`src/hw/rtl/fca_pkg.sv`:
```
// Shared types and constants for the failsafe command arbiter.
`timescale 1ns / 1ps
package fca_pkg;

  localparam int NUM_SOURCES_DEF = 3;
  localparam int VALUE_BITS_DEF  = 16;
  localparam int NUM_PRIO        = 3;
  localparam int SRC_W           = 2;
  localparam int FUNC_W          = 2;
  localparam int STAMP_W         = 32;
  localparam int TIMEOUT_W       = 16;
  localparam int CFG_IDX_W       = 2;
  localparam int CFG_DATA_W      = 16;

  localparam logic [SRC_W-1:0]     SRC_NONE        = 2'd3;
  localparam logic [SRC_W-1:0]     PRIO_FIRST_RST  = 2'd0;
  localparam logic [SRC_W-1:0]     PRIO_SECOND_RST = 2'd1;
  localparam logic [SRC_W-1:0]     PRIO_THIRD_RST  = 2'd2;
  localparam logic [TIMEOUT_W-1:0] TIMEOUT_RST     = 16'd500;

  typedef enum logic [FUNC_W-1:0] {
    FUNC_CMD   = 2'd0,
    FUNC_TICK  = 2'd1,
    FUNC_CLEAR = 2'd2,
    FUNC_TRIG  = 2'd3
  } func_t;

  typedef enum logic [1:0] {
    ST_OK       = 2'd0,
    ST_FAILSAFE = 2'd1,
    ST_ESTOP    = 2'd2
  } status_t;

  typedef enum logic [CFG_IDX_W-1:0] {
    CFG_PRIO_FIRST  = 2'd0,
    CFG_PRIO_SECOND = 2'd1,
    CFG_PRIO_THIRD  = 2'd2,
    CFG_TIMEOUT     = 2'd3
  } cfg_idx_t;

  typedef struct packed {
    func_t            func;
    logic [SRC_W-1:0] source;
    logic             estop;
    logic             slow;
  } req_ctl_t;

  typedef struct packed {
    logic [SRC_W-1:0] drive_src;
    logic             slow;
    status_t          status;
    logic             estop_active;
  } rsp_ctl_t;

endpackage

```
`src/hw/rtl/fca_req_if.sv`:
```
// Request channel interface of the failsafe command arbiter.
`timescale 1ns / 1ps
interface fca_req_if #(
  parameter int VALUE_BITS = fca_pkg::VALUE_BITS_DEF
);
  import fca_pkg::*;

  logic                         valid;
  logic                         ready;
  logic [FUNC_W-1:0]            func;
  logic [SRC_W-1:0]             source;
  logic signed [VALUE_BITS-1:0] throttle_in;
  logic signed [VALUE_BITS-1:0] steering_in;
  logic                         estop_in;
  logic                         slow_in;

  modport src (
    output valid, func, source, throttle_in, steering_in, estop_in, slow_in,
    input  ready
  );
  modport snk (
    input  valid, func, source, throttle_in, steering_in, estop_in, slow_in,
    output ready
  );
endinterface

```
`src/hw/rtl/fca_rsp_if.sv`:
```
// Result channel interface of the failsafe command arbiter.
`timescale 1ns / 1ps
interface fca_rsp_if #(
  parameter int VALUE_BITS = fca_pkg::VALUE_BITS_DEF
);
  import fca_pkg::*;

  logic                         valid;
  logic                         ready;
  logic [SRC_W-1:0]             drive_src;
  logic signed [VALUE_BITS-1:0] throttle_out;
  logic signed [VALUE_BITS-1:0] steering_out;
  logic                         slow_out;
  logic [1:0]                   status;
  logic                         estop_active;

  modport src (
    output valid, drive_src, throttle_out, steering_out, slow_out, status,
           estop_active,
    input  ready
  );
  modport snk (
    input  valid, drive_src, throttle_out, steering_out, slow_out, status,
           estop_active,
    output ready
  );
endinterface

```
`src/hw/rtl/fca_src_table.sv`:
```
// Per-source command table, millisecond counter, e-stop latch and freshness check.
`timescale 1ns / 1ps
module fca_src_table #(
  parameter int NUM_SOURCES = fca_pkg::NUM_SOURCES_DEF,
  parameter int VALUE_BITS  = fca_pkg::VALUE_BITS_DEF
) (
  input  logic                           clk,
  input  logic                           rst_n,
  input  logic                           advance,
  input  fca_pkg::req_ctl_t              req,
  input  logic signed [VALUE_BITS-1:0]   thr_in,
  input  logic signed [VALUE_BITS-1:0]   ste_in,
  input  logic [fca_pkg::TIMEOUT_W-1:0]  timeout,
  output logic [NUM_SOURCES-1:0]         fresh,
  output logic signed [VALUE_BITS-1:0]   thr_o [NUM_SOURCES],
  output logic signed [VALUE_BITS-1:0]   ste_o [NUM_SOURCES],
  output logic [NUM_SOURCES-1:0]         slow_o,
  output logic                           latch_o
);
  import fca_pkg::*;

  logic signed [VALUE_BITS-1:0] thr_r     [NUM_SOURCES];
  logic signed [VALUE_BITS-1:0] thr_nxt   [NUM_SOURCES];
  logic signed [VALUE_BITS-1:0] ste_r     [NUM_SOURCES];
  logic signed [VALUE_BITS-1:0] ste_nxt   [NUM_SOURCES];
  logic [STAMP_W-1:0]           stamp_r   [NUM_SOURCES];
  logic [STAMP_W-1:0]           stamp_nxt [NUM_SOURCES];
  logic [NUM_SOURCES-1:0]       slow_r, slow_nxt;
  logic [NUM_SOURCES-1:0]       eprev_r, eprev_nxt;
  logic [STAMP_W-1:0]           now_r, now_nxt;
  logic                         latch_r, latch_nxt;
  logic                         rise;

  always_comb begin
    thr_nxt   = thr_r;
    ste_nxt   = ste_r;
    stamp_nxt = stamp_r;
    slow_nxt  = slow_r;
    eprev_nxt = eprev_r;
    now_nxt   = now_r;
    latch_nxt = latch_r;
    rise      = 1'b0;
    if (advance) begin
      case (req.func)
        FUNC_CMD: begin
          for (int k = 0; k < NUM_SOURCES; k++) begin
            if (int'(req.source) == k) begin
              thr_nxt[k]   = thr_in;
              ste_nxt[k]   = ste_in;
              slow_nxt[k]  = req.slow;
              stamp_nxt[k] = now_r;
              eprev_nxt[k] = req.estop;
              if (req.estop && !eprev_r[k]) begin
                rise = 1'b1;
              end
            end
          end
          if (rise) begin
            latch_nxt = 1'b1;
          end
        end
        FUNC_TICK:  now_nxt   = now_r + STAMP_W'(1);
        FUNC_CLEAR: latch_nxt = 1'b0;
        FUNC_TRIG:  latch_nxt = 1'b1;
        default:    latch_nxt = latch_r;
      endcase
    end
  end

  always_comb begin
    for (int k = 0; k < NUM_SOURCES; k++) begin
      fresh[k] = (now_nxt - stamp_nxt[k]) < STAMP_W'(timeout);
    end
  end

  assign thr_o   = thr_nxt;
  assign ste_o   = ste_nxt;
  assign slow_o  = slow_nxt;
  assign latch_o = latch_nxt;

  always_ff @(posedge clk) begin
    if (!rst_n) begin
      for (int k = 0; k < NUM_SOURCES; k++) begin
        thr_r[k]   <= '0;
        ste_r[k]   <= '0;
        stamp_r[k] <= '0;
      end
      slow_r  <= '0;
      eprev_r <= '0;
      now_r   <= '0;
      latch_r <= 1'b0;
    end else begin
      thr_r   <= thr_nxt;
      ste_r   <= ste_nxt;
      stamp_r <= stamp_nxt;
      slow_r  <= slow_nxt;
      eprev_r <= eprev_nxt;
      now_r   <= now_nxt;
      latch_r <= latch_nxt;
    end
  end

endmodule

```
`src/hw/rtl/fca_select.sv`:
```
// Priority selection of the first fresh source and result formation.
`timescale 1ns / 1ps
module fca_select #(
  parameter int NUM_SOURCES = fca_pkg::NUM_SOURCES_DEF,
  parameter int VALUE_BITS  = fca_pkg::VALUE_BITS_DEF
) (
  input  logic [fca_pkg::SRC_W-1:0]    prio [fca_pkg::NUM_PRIO],
  input  logic [NUM_SOURCES-1:0]       fresh,
  input  logic signed [VALUE_BITS-1:0] thr [NUM_SOURCES],
  input  logic signed [VALUE_BITS-1:0] ste [NUM_SOURCES],
  input  logic [NUM_SOURCES-1:0]       slow,
  input  logic                         latch,
  output fca_pkg::rsp_ctl_t            ctl,
  output logic signed [VALUE_BITS-1:0] thr_out,
  output logic signed [VALUE_BITS-1:0] ste_out
);
  import fca_pkg::*;

  logic                   found;
  logic [NUM_SOURCES-1:0] pick;

  always_comb begin
    found = 1'b0;
    pick  = '0;
    for (int p = 0; p < NUM_PRIO; p++) begin
      for (int k = 0; k < NUM_SOURCES; k++) begin
        if (!found && int'(prio[p]) == k && fresh[k]) begin
          found   = 1'b1;
          pick[k] = 1'b1;
        end
      end
    end
  end

  always_comb begin
    ctl.drive_src    = SRC_NONE;
    ctl.slow         = 1'b0;
    ctl.status       = ST_FAILSAFE;
    ctl.estop_active = latch;
    thr_out          = '0;
    ste_out          = '0;
    if (latch) begin
      ctl.status = ST_ESTOP;
    end else if (found) begin
      ctl.status = ST_OK;
      for (int k = 0; k < NUM_SOURCES; k++) begin
        if (pick[k]) begin
          ctl.drive_src = SRC_W'(k);
          ctl.slow      = slow[k];
          thr_out       = thr[k];
          ste_out       = ste[k];
        end
      end
    end
  end

endmodule

```
`src/hw/rtl/failsafe_command_arbiter.sv`:
```
// Top level: holds the latest command per source and reports the arbitrated drive output.
// A request is held in the request register; its result is then written to the result register when not stalled.
// Throughput: one request per cycle while the result is not stalled; the state update and age compares share one stage.
// A stalled result stalls the request register, which still takes a request when it is empty.
// Reset (synchronous, active low) clears the command table, ms counter, e-stop latch
// and pipeline, and loads the priority slots 0, 1, 2 and a 500 ms timeout.
`timescale 1ns / 1ps
module failsafe_command_arbiter #(
  parameter int NUM_SOURCES = fca_pkg::NUM_SOURCES_DEF,
  parameter int VALUE_BITS  = fca_pkg::VALUE_BITS_DEF
) (
  input  logic                           clk,
  input  logic                           rst_n,
  input  logic                           cfg_we,
  input  logic [fca_pkg::CFG_IDX_W-1:0]  cfg_idx,
  input  logic [fca_pkg::CFG_DATA_W-1:0] cfg_wdata,
  fca_req_if.snk                         in_ch,
  fca_rsp_if.src                         out_ch
);
  import fca_pkg::*;

  logic [SRC_W-1:0]             prio_r [NUM_PRIO];
  logic [TIMEOUT_W-1:0]         timeout_r;

  logic                         req_vld_r;
  req_ctl_t                     req_ctl_r;
  logic signed [VALUE_BITS-1:0] req_thr_r;
  logic signed [VALUE_BITS-1:0] req_ste_r;

  logic                         out_vld_r;
  rsp_ctl_t                     out_ctl_r;
  logic signed [VALUE_BITS-1:0] out_thr_r;
  logic signed [VALUE_BITS-1:0] out_ste_r;

  logic                         stall;
  logic                         advance;
  logic                         in_take;

  logic [NUM_SOURCES-1:0]       fresh;
  logic signed [VALUE_BITS-1:0] tab_thr [NUM_SOURCES];
  logic signed [VALUE_BITS-1:0] tab_ste [NUM_SOURCES];
  logic [NUM_SOURCES-1:0]       tab_slow;
  logic                         latch;
  rsp_ctl_t                     sel_ctl;
  logic signed [VALUE_BITS-1:0] sel_thr;
  logic signed [VALUE_BITS-1:0] sel_ste;

  assign stall       = out_vld_r && !out_ch.ready;
  assign advance     = req_vld_r && !stall;
  assign in_ch.ready = !req_vld_r || !stall;
  assign in_take     = in_ch.valid && in_ch.ready;

  // configuration
  always_ff @(posedge clk) begin
    if (!rst_n) begin
      prio_r[0] <= PRIO_FIRST_RST;
      prio_r[1] <= PRIO_SECOND_RST;
      prio_r[2] <= PRIO_THIRD_RST;
      timeout_r <= TIMEOUT_RST;
    end else if (cfg_we) begin
      case (cfg_idx_t'(cfg_idx))
        CFG_PRIO_FIRST:  prio_r[0] <= cfg_wdata[SRC_W-1:0];
        CFG_PRIO_SECOND: prio_r[1] <= cfg_wdata[SRC_W-1:0];
        CFG_PRIO_THIRD:  prio_r[2] <= cfg_wdata[SRC_W-1:0];
        CFG_TIMEOUT:     timeout_r <= cfg_wdata[TIMEOUT_W-1:0];
        default:         timeout_r <= timeout_r;
      endcase
    end
  end

  // request register
  always_ff @(posedge clk) begin
    if (!rst_n) begin
      req_vld_r <= 1'b0;
    end else if (in_ch.ready) begin
      req_vld_r <= in_ch.valid;
    end
  end

  always_ff @(posedge clk) begin
    if (in_take) begin
      req_ctl_r.func   <= func_t'(in_ch.func);
      req_ctl_r.source <= in_ch.source;
      req_ctl_r.estop  <= in_ch.estop_in;
      req_ctl_r.slow   <= in_ch.slow_in;
      req_thr_r        <= in_ch.throttle_in;
      req_ste_r        <= in_ch.steering_in;
    end
  end

  fca_src_table #(
    .NUM_SOURCES (NUM_SOURCES),
    .VALUE_BITS  (VALUE_BITS)
  ) u_table (
    .clk     (clk),
    .rst_n   (rst_n),
    .advance (advance),
    .req     (req_ctl_r),
    .thr_in  (req_thr_r),
    .ste_in  (req_ste_r),
    .timeout (timeout_r),
    .fresh   (fresh),
    .thr_o   (tab_thr),
    .ste_o   (tab_ste),
    .slow_o  (tab_slow),
    .latch_o (latch)
  );

  fca_select #(
    .NUM_SOURCES (NUM_SOURCES),
    .VALUE_BITS  (VALUE_BITS)
  ) u_select (
    .prio    (prio_r),
    .fresh   (fresh),
    .thr     (tab_thr),
    .ste     (tab_ste),
    .slow    (tab_slow),
    .latch   (latch),
    .ctl     (sel_ctl),
    .thr_out (sel_thr),
    .ste_out (sel_ste)
  );

  // result register
  always_ff @(posedge clk) begin
    if (!rst_n) begin
      out_vld_r <= 1'b0;
    end else if (!stall) begin
      out_vld_r <= req_vld_r;
    end
  end

  always_ff @(posedge clk) begin
    if (advance) begin
      out_ctl_r <= sel_ctl;
      out_thr_r <= sel_thr;
      out_ste_r <= sel_ste;
    end
  end

  assign out_ch.valid        = out_vld_r;
  assign out_ch.drive_src    = out_ctl_r.drive_src;
  assign out_ch.throttle_out = out_thr_r;
  assign out_ch.steering_out = out_ste_r;
  assign out_ch.slow_out     = out_ctl_r.slow;
  assign out_ch.status       = out_ctl_r.status;
  assign out_ch.estop_active = out_ctl_r.estop_active;

endmodule

```
`src/flat_wrapper.sv`:
```
// flat-port wrapper written by rule: the top's interface ports become plain ports
module failsafe_command_arbiter_flat import fca_pkg::*;
#(
  parameter int NUM_SOURCES = fca_pkg::NUM_SOURCES_DEF,
  parameter int VALUE_BITS  = fca_pkg::VALUE_BITS_DEF
)
  (clk, rst_n, cfg_we, cfg_idx, cfg_wdata, in_ch_valid, in_ch_func, in_ch_source, in_ch_throttle_in, in_ch_steering_in, in_ch_estop_in, in_ch_slow_in, in_ch_ready, out_ch_valid, out_ch_drive_src, out_ch_throttle_out, out_ch_steering_out, out_ch_slow_out, out_ch_status, out_ch_estop_active, out_ch_ready);
  fca_req_if #(.VALUE_BITS(VALUE_BITS)) in_ch_i ();
  fca_rsp_if #(.VALUE_BITS(VALUE_BITS)) out_ch_i ();
  input  logic clk;
  input  logic rst_n;
  input  logic cfg_we;
  input  logic [fca_pkg::CFG_IDX_W-1:0] cfg_idx;
  input  logic [fca_pkg::CFG_DATA_W-1:0] cfg_wdata;
  input wire logic [$bits(in_ch_i.valid)-1:0] in_ch_valid;
  input wire logic [$bits(in_ch_i.func)-1:0] in_ch_func;
  input wire logic [$bits(in_ch_i.source)-1:0] in_ch_source;
  input wire logic [$bits(in_ch_i.throttle_in)-1:0] in_ch_throttle_in;
  input wire logic [$bits(in_ch_i.steering_in)-1:0] in_ch_steering_in;
  input wire logic [$bits(in_ch_i.estop_in)-1:0] in_ch_estop_in;
  input wire logic [$bits(in_ch_i.slow_in)-1:0] in_ch_slow_in;
  output wire logic [$bits(in_ch_i.ready)-1:0] in_ch_ready;
  output wire logic [$bits(out_ch_i.valid)-1:0] out_ch_valid;
  output wire logic [$bits(out_ch_i.drive_src)-1:0] out_ch_drive_src;
  output wire logic [$bits(out_ch_i.throttle_out)-1:0] out_ch_throttle_out;
  output wire logic [$bits(out_ch_i.steering_out)-1:0] out_ch_steering_out;
  output wire logic [$bits(out_ch_i.slow_out)-1:0] out_ch_slow_out;
  output wire logic [$bits(out_ch_i.status)-1:0] out_ch_status;
  output wire logic [$bits(out_ch_i.estop_active)-1:0] out_ch_estop_active;
  input wire logic [$bits(out_ch_i.ready)-1:0] out_ch_ready;
  assign in_ch_i.valid = in_ch_valid;
  assign in_ch_i.func = in_ch_func;
  assign in_ch_i.source = in_ch_source;
  assign in_ch_i.throttle_in = in_ch_throttle_in;
  assign in_ch_i.steering_in = in_ch_steering_in;
  assign in_ch_i.estop_in = in_ch_estop_in;
  assign in_ch_i.slow_in = in_ch_slow_in;
  assign in_ch_ready = in_ch_i.ready;
  assign out_ch_valid = out_ch_i.valid;
  assign out_ch_drive_src = out_ch_i.drive_src;
  assign out_ch_throttle_out = out_ch_i.throttle_out;
  assign out_ch_steering_out = out_ch_i.steering_out;
  assign out_ch_slow_out = out_ch_i.slow_out;
  assign out_ch_status = out_ch_i.status;
  assign out_ch_estop_active = out_ch_i.estop_active;
  assign out_ch_i.ready = out_ch_ready;
  failsafe_command_arbiter #(.NUM_SOURCES(NUM_SOURCES), .VALUE_BITS(VALUE_BITS)) u_core (.clk(clk), .rst_n(rst_n), .cfg_we(cfg_we), .cfg_idx(cfg_idx), .cfg_wdata(cfg_wdata), .in_ch(in_ch_i), .out_ch(out_ch_i));
endmodule
```
`config.mk`:
```
export PLATFORM = sky130hd
export DESIGN_NAME = failsafe_command_arbiter_flat
export DESIGN_NICKNAME = d
export VERILOG_FILES = /design/src/hw/rtl/fca_pkg.sv /design/src/hw/rtl/fca_req_if.sv /design/src/hw/rtl/fca_rsp_if.sv /design/src/hw/rtl/fca_src_table.sv /design/src/hw/rtl/fca_select.sv /design/src/hw/rtl/failsafe_command_arbiter.sv /design/src/flat_wrapper.sv
export SDC_FILE = /design/constraint.sdc
export NUM_CORES = 1
export LEC_CHECK = 0
export ABC_AREA = 1
export BUFFER_PORTS_ARGS = -buffer_cell sky130_fd_sc_hd__buf_2
export CAP_MARGIN = 0
export CORE_MARGIN = 2
export CORE_UTILIZATION = 63
export CTS_CLUSTER_DIAMETER = 50
export DETAILED_ROUTE_END_ITERATION = 12
export PLACE_DENSITY_LB_ADDON = 0.1
export SLEW_MARGIN = 20
export SYNTH_ARGS = -nofsm -noshare
export SYNTH_HDL_FRONTEND = slang
export SYNTH_SLANG_ARGS = --single-unit
```
`constraint.sdc`:
```
create_clock -name clk -period 8.2 [get_ports clk]
set_input_delay 1.23 -clock clk [delete_from_list [all_inputs] [get_ports clk]]
set_output_delay 1.23 -clock clk [all_outputs]
set_load 0.1 [all_outputs]
```
## Yosys cells after proc, flatten, opt, wreduce, memory -nomap -nowiden

Cells that the tools add are included.

| word-level totals | value |
|---|---|
| bits in registers | 331 |
| bits of input ports | 61 |
| output and inout port bits | 40 |
| word-level logic and storage cells | 169 |

| operators by class | value |
|---|---|
| $add $sub $neg | 4 |
| $lt $le $gt $ge | 3 |
| eq/ne operators | 14 |
| muxes and demuxes | 60 |
| bitwise operators | 1 |
| reductions and logical operators | 53 |

Operators with widths:

| kind | count |
|---|---|
| 16-bit two-way mux | 12 |
| 48-bit two-way mux | 4 |
| 96-bit two-way mux | 2 |
| 32-bit two-way mux | 5 |
| 32-bit by 16-bit < comparator with 1-bit output | 3 |
| 32-bit subtractor | 3 |
| 32-bit by 1-bit adder with 32-bit output, second input constant | 1 |
| 1-bit two-way mux | 31 |
| 2-bit equality test, second input constant | 12 |
| 1-bit logical AND | 23 |
| 1-bit logical NOT | 14 |
| 2-bit logical NOT | 6 |
| 3-bit two-way mux | 4 |
| 3-bit AND reduction | 3 |
| 2-bit AND reduction | 4 |
| 2-bit by 1-bit equality test with 1-bit output, second input constant | 2 |
| 1-bit case mux with 3 select lines | 1 |
| 3-bit OR reduction | 1 |
| 2-bit two-way mux | 1 |
| 2-bit OR reduction | 1 |
| 1-bit logical OR | 1 |
| 1-bit inverter | 1 |

## Logic depth before layout (Yosys ltp)

| depth | value |
|---|---|
| depth after elaboration | 43 |
| mapped depth | 45 |
| depth with buffers taken out | 41 |

## Hierarchy

A second synthesis with hierarchy kept.

| unflattened totals | value |
|---|---|
| cell total of the unflattened synthesis | 3,114 |
| area total of the unflattened synthesis | 21,903.5 sq um |

By module, submodules not included:

| module | instances | cells an instance | area an instance (sq um) | seq. area each (sq um) |
|---|---|---|---|---|
| fca_src_table | 1 | 2,604 | 17,276.6 | 4,624.4 |
| failsafe_command_arbiter | 1 | 219 | 3,304.4 | 2,762.6 |
| fca_select | 1 | 291 | 1,322.5 | 0.0 |

## Worst setup path before layout

OpenSTA, ideal clock, no wires.

| timing | value |
|---|---|
| path kind | input -> register |
| start point | input port out_ch_ready |
| end point | register u_core.out_ste_r[10] (netlist: u_core.out_ch.steering_out[10]), data pin |
| library setup time | 0.249 ns |
| data arrival time | 6.066 ns |
| required time | 7.951 ns |
| setup slack | 1.884 ns |
| stages on the path | 40 |
| buffers on the path | 4 |
| path through | inv_1 -> a21oi_2 -> nand2_1 -> buf_6 -> buf_6 -> inv_1 -> clkbuf_1 -> or2_2 -> o21ai_0 -> inv_1 -> ha_1 -> fa_1 -> nand3b_1 -> and2_1 -> inv_1 -> a21oi_1 -> o21ai_0 -> xor2_1 -> [4 not listed] -> nand4_1 -> o211ai_1 -> nor3b_1 -> o21ai_0 -> nand3_1 -> nor2_1 -> nand4_1 -> nor2_1 -> nand4_1 -> nand2_1 -> inv_2 -> a31oi_4 -> nand2_4 -> inv_4 -> buf_6 -> nand3_1 -> nand2_1 -> inv_1 |

RTL lines:

| element | RTL line | source |
|---|---|---|
| start: declaration | flat_wrapper.sv:30 | `input wire logic [$bits(out_ch_i.ready)-1:0] out_ch_ready;` |
| end signal: assignment | failsafe_command_arbiter.sv:137 | `out_ste_r <= sel_ste;` |
| end: declaration | failsafe_command_arbiter.sv:33 | `logic signed [VALUE_BITS-1:0] out_ste_r;` |

## Worst setup path after layout

| timing | value |
|---|---|
| start point | input port out_ch_ready |
| end point | register u_core.out_ste_r[15] (netlist: u_core.out_ch.steering_out[15]), data pin |

| on the way | value |
|---|---|
| word-level cells in the longest chain between the ends | 43 |
| elaborated cells on any way between the ends | 61 |
| those cells by class | add/sub: 3; order compare: 3; mux: 24; bitwise: 1; reduce/logical: 30 |

Ends and longest elaborated chain:

| element | RTL line | source |
|---|---|---|
| 1-bit logical NOT * | failsafe_command_arbiter.sv:48 | `assign stall = out_vld_r && !out_ch.ready;` |
| 1-bit logical AND * | failsafe_command_arbiter.sv:48 |  |
| 1-bit logical NOT * | failsafe_command_arbiter.sv:49 | `assign advance = req_vld_r && !stall;` |
| 1-bit logical AND * | failsafe_command_arbiter.sv:49 |  |
| 32-bit two-way mux or 96-bit two-way mux (tied branches) | fca_src_table.sv:43 | `if (advance) begin` |
| 32-bit subtractor | fca_src_table.sv:72 | `fresh[k] = (now_nxt - stamp_nxt[k]) < STAMP_W'(timeout);` |
| 32-bit by 16-bit < comparator with 1-bit output | fca_src_table.sv:72 |  |
| 1-bit logical AND | fca_select.sv:27 | `if (!found && int'(prio[p]) == k && fresh[k]) begin` |
| [25 not listed] | -- |  |
| 1-bit logical NOT | fca_select.sv:27 |  |
| 1-bit logical AND (2 in series) | fca_select.sv:27 |  |
| 1-bit two-way mux | fca_select.sv:27 |  |
| 1-bit logical NOT | fca_select.sv:27 |  |
| 1-bit logical AND (2 in series) | fca_select.sv:27 |  |
| 1-bit two-way mux | fca_select.sv:27 |  |
| 1-bit inverter (no line) | -- |  |
| 2-bit OR reduction (no line) | -- |  |

Mark *: on every way between the ends. The rest lies on a longest branch, timed or not.
A chain may end at the register's enable or synchronous reset.

==> reports/qor.yml <==
run:
  cap_violations: 0
logic_synthesis:
  avgSynthCellArea_um2: 7.00
  synth-compound-area-share_pct: 11.5
  ys.flop_type: "dfxtp_1"
  yosysWarnings: 0
  synth_top_family_by_area: "simple AND/OR/NAND/NOR gates"
  synthArstFlopShare_pct: 0
  synth-seq-area-share_pct: 35.7
  synth_seq_cells: 331
  synthesis.nets: 3161
  synth-simple-area-share_pct: 29.6
  synthXorXnorAreaFrac_pct: 2.71
  syn_inst: 2961
  synth_area_mm2: 0.0207
  synth_mux_area_share_pct: 2.46
  synth.distinct_cells: 61
  synthAdderAreaFrac_pct: 8.50
  synth-edff-count: 76
cells_and_area:
  final_cells: 3517
  layout_commonest_cell: "nand2_1"
  final_area_mm2: 0.0229
  syn_to_final_growth_pct: 10.4
  drive_above_1_share_pct: 9.99
  layout_common_cells: "nand2_1, inv_1, nor2_1, dfxtp_1, nand3_1"
  nets: 3243
routing:
  vias: 20100
  drtIter0Drc: 2023
  dr.pass1.iters: 6
  viasPerCell: 5.72
  drtAntennaViolNets: 0
  wl_per_cell_um: 17.8
  drc_errors: 0
  wl_um: 62700
critical_path:
  start_kind: "input pin"
  path_class: "in2reg"
  crit_end: "u_core.out_ch.steering_out[15]"
  crit_required_ps: 8530
  reg2reg_from: "u_core.req_ctl_r[5]"
  r2r-end: "u_core.out_ch.steering_out[15]"
  critPathMaxStageDelay_ps: 490
  worstSetupEndpointType: "register"
  cp_slowest_cell: "a21boi_0"
  reg2reg_slack_ps: 870
  crit_arrival_ps: 7960
  crit_start: "out_ch_ready"
  cp_max_fo: 33
  r2r_cells: 34
  cpMostUsedCell: "nand2_1"
pwr:
  combPwrFrac_pct: 16.4
  p_int_mw: 2.92
  p_switching_mw: 1.19
  p_sw_share_pct: 29.0
  p_leak_nw: 12.8
  peakVddDrop_v: 0.000164
  pwr-share-clk_pct: 41.7
  seqPwrFrac_pct: 42.0
  power_density_mw_per_mm2: 180
floorplan:
  fp.dieH_um: 185
  design.core.area_mm2: 0.0325
  ios: 101
  rows: 66
  die_w_um: 185
  die-area_mm2: 0.0343
  start_util_pct: 63.8
placed_design:
  placed_cells: 3443
  portBuffers: 100
  dp_hpwl_um: 46500
  gp_congestion: 1.03
  placed_area_mm2: 0.0216
clocking:
  ctsResizeCount: 0
  ctsHoldBuffers: 0
  clk_pin_slew_ps: 60
  worstSkewPairLatency_ps: 570
  tritoncts: "built"
  cts_buffers: 40
  ctsHtreeMaxLevel: 2
  cts_buffer_depth: 3
  root_buffer: "clkbuf_16"
  cts_setup_buffers: 0
  cts_sinks: 331
global_routing:
  grt_pass1_wl_um: 98100
  grt_remaining_overflow: 0
  grt_pass1_vias: 19100
  grt_max_degree: 88
  grt_usage_pct: 36.6
  antenna_found_initial: 0
timing:
  timing.final.crit_share_pct: 93.0
  fmax_mhz: 131
  hold_viol_final: 0
  max_slew_margin_pct: 42.6
  fin_tns_setup_ps: 0
  setup_violations: 0
  rsz0062_at_grt: "no"
  slew_violations: 0
  clock_skew_ps: 28.8
  worstMarginPinSlew_ps: 861
  fin_crit_ps: 7630
worst_hold_path:
  hold_path_class: "reg2reg"
status:
  outcome: "finished clean"
==> layer usage <==
metal  wire length, um  up-vias  global-route usage, %
met4              2570        0                   15.9
li1                  -     9761                      -
met5                 0        -                      0
met3              5250      162                   6.41
met1             25900     9308                   46.3
met2             29000      871                   61.2
==> flip-flops by register name (all words and copies together), names as in the netlist <==
register,cells
u_core.prio_r,6
u_core.timeout_r,16
u_core.u_table.now_r,32
u_core.out_ch.slow_out,1
u_core.out_ch.drive_src,2
u_core.u_table.latch_r,1
u_core.req_ste_r,16
u_core.out_ch.estop_active,1
u_core.out_ch.status,2
u_core.req_ctl_r,6
u_core.req_thr_r,16
u_core.u_table.slow_r,3
u_core.u_table.stamp_r,96
u_core.out_ch.throttle_out,16
u_core.u_table.eprev_r,3
u_core.out_ch.steering_out,16
u_core.u_table.ste_r,48
u_core.u_table.thr_r,48
u_core.req_vld_r,1
u_core.out_ch.valid,1
==> stage by stage <==
step | hold WS (ps) | power [mW] | worst slack, ps | util, %
floorplan | 461 | 2.23 | 1880 | -
global placement | 471 | 2.40 | 331 | 66.5
detailed placement | 483 | 2.41 | 178 | 66.5
CTS | 496 | 4.11 | 766 | 70.5
global route | 523 | 4.27 | 207 | 70.5
finish | 500 | 4.11 | 571 | 70.5
==> layout make-up <==
class,count,area [um2]
tap,442,553
sequential,331,7390
timing repair buffer,121,658
antenna,1,2.50
fill,2630,9580
multi-input combinational,2120,11400
inverter,429,1620
clock inverter,15,133
clock buffer,58,1170
==> cells in the mapped netlist, drive strengths merged (3+ instances only) <==
cell,n,area (um2)
nand2,631,2410
inv,425,1600
nor2,402,1550
dfxtp,255,5100
o21ai,219,1110
nand3,202,1020
a21oi,186,935
ha,136,1700
edfxtp,76,2280
or2,76,475
clkbuf,56,211
mux2i,51,510
nand4,49,313
xor2,45,394
nor3,36,185
buf,25,165
xnor2,19,166
nand3b,12,103
a211oi,6,45.0
a31oi,6,52.6
o211ai,6,45.0
a21boi,5,37.5
a21o,4,30.0
and2,4,25.0
clkinv,4,15.0
nor4,4,25.0
fa,3,60.1
o21a,3,22.5
o21bai,3,22.5
o31ai,3,22.5
==> cell families (layout without fill, tap and decap cells) <==
| family | Yosys count | in the layout |
|---|---|---|
| other | 0 | 1 |
| AO/OA/AOI/OAI | 447 | 447 |
| buffers and inverters | 510 | 623 |
| multiplexers | 51 | 51 |
| AND/OR/NAND/NOR | 1419 | 1419 |
| adder cells (fa/ha/maj) | 139 | 139 |
| flip-flops | 331 | 331 |
| XOR/XNOR | 64 | 64 |
==> critical path: cells and delay by family <==
family | cells | cell delay [ps]
AOI/OAI and AO/OA | 5 | 1540
xor gates and xnor gates | 1 | 200
buffers and inverters | 7 | 840
and+or+nand+nor | 20 | 3370
adders and majority gates | 2 | 740
==> worst min path at each step <==
stage / cells after the start / end / from / slack [ps]
floorplan: 2 / u_core.u_table.slow_r[2] / u_core.u_table.slow_r[2] / 460
global placement: 2 / u_core.u_table.ste_r[1] / u_core.u_table.ste_r[1] / 470
detailed placement: 2 / u_core.u_table.ste_r[4] / u_core.u_table.ste_r[4] / 480
CTS: 2 / u_core.u_table.ste_r[4] / u_core.u_table.ste_r[4] / 500
global route: 2 / u_core.u_table.thr_r[2] / u_core.u_table.thr_r[2] / 520
finish: 2 / u_core.u_table.ste_r[4] / u_core.u_table.ste_r[4] / 500
==> power groups by stage <==
stage / registers (mW) / clock network, mW / logic (mW)
6_report: 1.73 / 1.71 / 0.674
5_1_grt: 1.73 / 1.80 / 0.745
3_5_place_dp: 1.76 / 0 / 0.654
3_3_place_gp: 1.76 / 0 / 0.643
2_1_floorplan: 1.81 / 0 / 0.422
4_1_cts: 1.72 / 1.73 / 0.662
Note: power is estimated with default switching activity, not from simulation.
